===== src/rtl/core/dph_pkg.sv =====
// Shared types and constants for the deadline priority heap.
// No dependencies; compiled first.
package dph_pkg;

    // Field widths fixed by the request and result formats
    localparam int KEY_W      = 33;
    localparam int TIME_W     = 32;
    localparam int ID_IN_W    = 8;
    localparam int STATUS_W   = 2;
    localparam int CFG_IDX_W  = 1;
    localparam int CFG_DATA_W = 32;

    // Request operation codes
    localparam logic OP_PUSH = 1'b0;
    localparam logic OP_POP  = 1'b1;

    // Result status codes
    localparam logic [STATUS_W-1:0] STATUS_OK    = 2'd0;
    localparam logic [STATUS_W-1:0] STATUS_FULL  = 2'd1;
    localparam logic [STATUS_W-1:0] STATUS_EMPTY = 2'd2;

    // Configuration register indexes
    localparam logic [CFG_IDX_W-1:0] REG_SCHED_MODE = 1'd0;
    localparam logic [CFG_IDX_W-1:0] REG_BURNOUT    = 1'd1;

    // Scheduling modes
    localparam logic MODE_FIFO     = 1'b0;
    localparam logic MODE_DEADLINE = 1'b1;

    // Sequencer states
    typedef enum logic [2:0] {
        S_IDLE,
        S_UP_CMP,
        S_DN_LOAD,
        S_DN_READ,
        S_DN_CMP,
        S_FINISH
    } dph_state_t;

    // Sift-down choice among the moving entry and its two children
    typedef enum logic [1:0] {
        PICK_SELF,
        PICK_LEFT,
        PICK_RIGHT
    } dph_pick_t;

endpackage


===== src/rtl/core/dph_select.sv =====
// Sift-down selector: picks the smallest of a node and its two children.
// Entries are {key, id}, so one unsigned compare orders key then id.
// Depends on dph_pkg.
module dph_select #(
    parameter int ID_BITS = 8
) (
    input  logic [dph_pkg::KEY_W+ID_BITS-1:0] node,
    input  logic [dph_pkg::KEY_W+ID_BITS-1:0] left,
    input  logic [dph_pkg::KEY_W+ID_BITS-1:0] right,
    input  logic                              left_ok,
    input  logic                              right_ok,
    output dph_pkg::dph_pick_t                pick
);
    import dph_pkg::*;

    localparam int ENTRY_W = KEY_W + ID_BITS;

    logic               left_wins;
    logic [ENTRY_W-1:0] cand;
    logic               right_wins;

    // Left against the node, then right against the survivor
    always_comb
    begin
        left_wins  = left_ok && (left < node);
        cand       = left_wins ? left : node;
        right_wins = right_ok && (right < cand);
        priority if (right_wins)
            pick = PICK_RIGHT;
        else if (left_wins)
            pick = PICK_LEFT;
        else
            pick = PICK_SELF;
    end

endmodule


===== config.mk =====
export PLATFORM = sky130hd
export DESIGN_NAME = dph_select
export DESIGN_NICKNAME = d
export VERILOG_FILES = /design/src/rtl/core/dph_pkg.sv /design/src/rtl/core/dph_select.sv
export SDC_FILE = /design/constraint.sdc
export NUM_CORES = 1
export LEC_CHECK = 0
export BUFFER_PORTS_ARGS = -buffer_cell sky130_fd_sc_hd__buf_4
export CORE_MARGIN = 2
export CORE_UTILIZATION = 45
export DETAILED_ROUTE_END_ITERATION = 10
export PLACE_DENSITY = 0.88
export SLEW_MARGIN = 20
export SYNTH_ARGS = -nofsm -noshare
export SYNTH_HDL_FRONTEND = slang
export SYNTH_SLANG_ARGS = --single-unit

===== constraint.sdc =====
create_clock -name vclk -period 10.3
set_input_delay 1.03 -clock vclk [all_inputs]
set_output_delay 1.03 -clock vclk [all_outputs]
set_load 0.03 [all_outputs]

==> impl_results.md <==
- # rows: 26
- Crit-path max cell delay: ~0.53 ns
- Port bufs: around 130
- DRT antenna net count: 0
- Clock buf count: 0
- Hold_sp: left[0]
- Via Count: between 2000 and 3000
- Total GRT Usage: 22.2%
- Num sequential: 0
- Critical Path Slowest Stage Cell: nor4_1
- WHS: 2.57 ns
- N_diodes: 0
- GPL Wtd Cong: 0.903
- Vias in the first global route: approximately 2800
- Sequential-to-total area share from yosys stat: 0%
- Overall power: 0.151 mW
- Period utilisation layout: around two thirds
- Multi-input gate area: about 2200 um2
- RSZ-0062 raised after global routing: no
- Worst min path class: in -> out
- Synthesized area per cell: 8.12 um2
- Drt pass-1 iters: 4
- Status: completed
- Worst path cell trace: buf_4, inv_1, ha_1, nand4_1, nor4_1, a221oi_1, o211ai_1, a21oi_1, nand2_2, buf_4, mux2i_1, ha_1, and3_1, a221o_1, a221oi_1, o221ai_1, nand2_1, o2111ai_1, nor3b_1, buf_4
- Crit path DAT: roughly 5.7 ns
- 1st-iter DRT viols: approximately 50
- Post-CTS Hold Buffers: 0
- Seq. cell area: 0 um2
- Initial Utilization: a little under half
- Tightest Pin Transition: approximately 0.53 ns
- Grt total ovfl: 0
- Setup_tns: 0 ns
- IO Pins: approximately 130
- Post_cts resized: 0
- Most used cell, CP: buf_4
- Largest net degree at the start of global routing: 26
- Hold Fails Final Rpt: 0
- Worst setup path startpoint: node[30]
- Core area: approximately 5100 um2
- Max-slew violation count: 0
- Full die area: slightly below 6000 um2
- First-pass GRT wire length: around 11000 um
- Nets: just over 600
- Mapped cell area: ~2400 um2
- Fillers: 450
- Chip height: 76.6 um
- Relative slew slack: 64.6%
- Initial antenna violation count: 0
- Cell Pwr Density: around 45 nW/um2
- Max Clk Rate: between 100 and 150 MHz
- Final min period: slightly below 7 ns
- Leakage: about 2.1 nW
- Worst path required time: 9.27 ns
- Drt drc: 0
- Commonest cells after routing, fill and taps aside: buf_4 (128), ha_1 (80), inv_1 (42), mux2i_1 (40), a21oi_1 (23)
- CP Buf/Inv Count: 4
- Via/cell ratio: roughly 5.5
- Crit path kind: in -> out
- Finish-stage setup viols: 0
- Post-synth top area share: a little over two fifths
- Max Cap Violations: 0
- Worst vdd ir: roughly 23 uV
- Detail Placement HPWL: 6210 um
- Library cells used by synthesis: 33
- YS warnings: 0
- CP Launch Type: input pin
- Commonest non-fill, non-tap cell in the layout: buf_4
- Average wire per standard cell: 14.0 um
- Layout cells sized above 1: a little under a third
- Routed wire length: about 6800 um
- Syn_nets: about 500
- CP endpoint kind: output pin
- Synth Instances: slightly below 300
- Setup Buffers After CTS: 0
- Top post-synthesis cells by area: ha_1 (42%), mux2i_1 (17%), inv_1 (6.6%), a21o_1 (6.0%), a21oi_1 (4.9%)
- Cell taking the most area after synthesis: ha_1
- Crit path max fanout: 25
- CP delay by family, top: simple AND/OR/NAND/NOR gates
- Area Growth Syn to Fin: 42.0%
- Die X: about 77 um
## Yosys cell counts
master      n
or2_1       1
o2111ai_1   2
nor3_1      2
a211oi_1    2
and4_1      2
nor2b_1     4
a31oi_1     1
or3_1       1
buf_6       4
nor3b_1     1
o211ai_1    2
a21oi_1    23
a21o_1     19
o31a_1      1
o221ai_1    1
inv_1      42
ha_1       80
nor4_1      2
a221oi_1    4
o21ai_1     1
o2111ai_2   1
nand3_1     4
nand2b_1    2
and3_1      3
nand2_2     1
nor2_1      8
o21ai_0     8
mux2i_1    40
buf_4       1
nand2_1    12
a221oi_2    1
a221o_1     1
nand4_1    15
## stage by stage
step	setup WS, ns	cells	instance area [um2]	utilization [%]
after detailed placement	3.57	485	3370	65.9
after CTS	3.57	485	3370	65.9
after global placement	3.82	485	3370	65.9
after global routing	3.21	485	3370	65.9
final	3.57	485	3370	65.9
after floorplan	4.74	292	2370	-
## power breakdown
group | switching, mW | internal [mW] | total, mW | leakage, nW
sequential | 0 | 0 | 0 | 0
clock | 0 | 0 | 0 | 0
combinational | 0.0695 | 0.0812 | 0.151 | 2.07
total | 0.0695 | 0.0812 | 0.151 | 2.07
## layout make-up
| cell class | instances | share of cell area [%] |
|---|---|---|
| repair buffers | 128 | 28.5 |
| multi-input cells | 245 | 64.2 |
| well taps | 70 | 2.60 |
| inverters | 42 | 4.68 |
## kinds of logic (layout without fill, tap and decap cells)
logic type,count (synthesis),after routing,synth area share [%]
adder cells (fa/ha/maj),80,80,42.2
multiplexers,40,40,16.9
buffers and inverters,47,170,8.86
AO/OA/AOI/OAI,67,67,18.9
AND/OR/NAND/NOR,58,58,13.1
## layer usage
metal	share of wire (%)	wire length, um	up-vias	track usage [%]
li1	-	-	1346	-
met1	42	2830	1214	25.8
met2	53	3570	82	44.7
met3	5.5	373	2	2.49
met4	0.26	18	0	1.45
met5	0	0	-	0
## path summary, 6_finish.rpt
kind	end	slack [ns]	depth (start not counted)
setup / recovery	pick[1]	3.57	20
hold / removal	pick[0]	2.57	6
No activity file was read; power rests on OpenSTA's default activity.
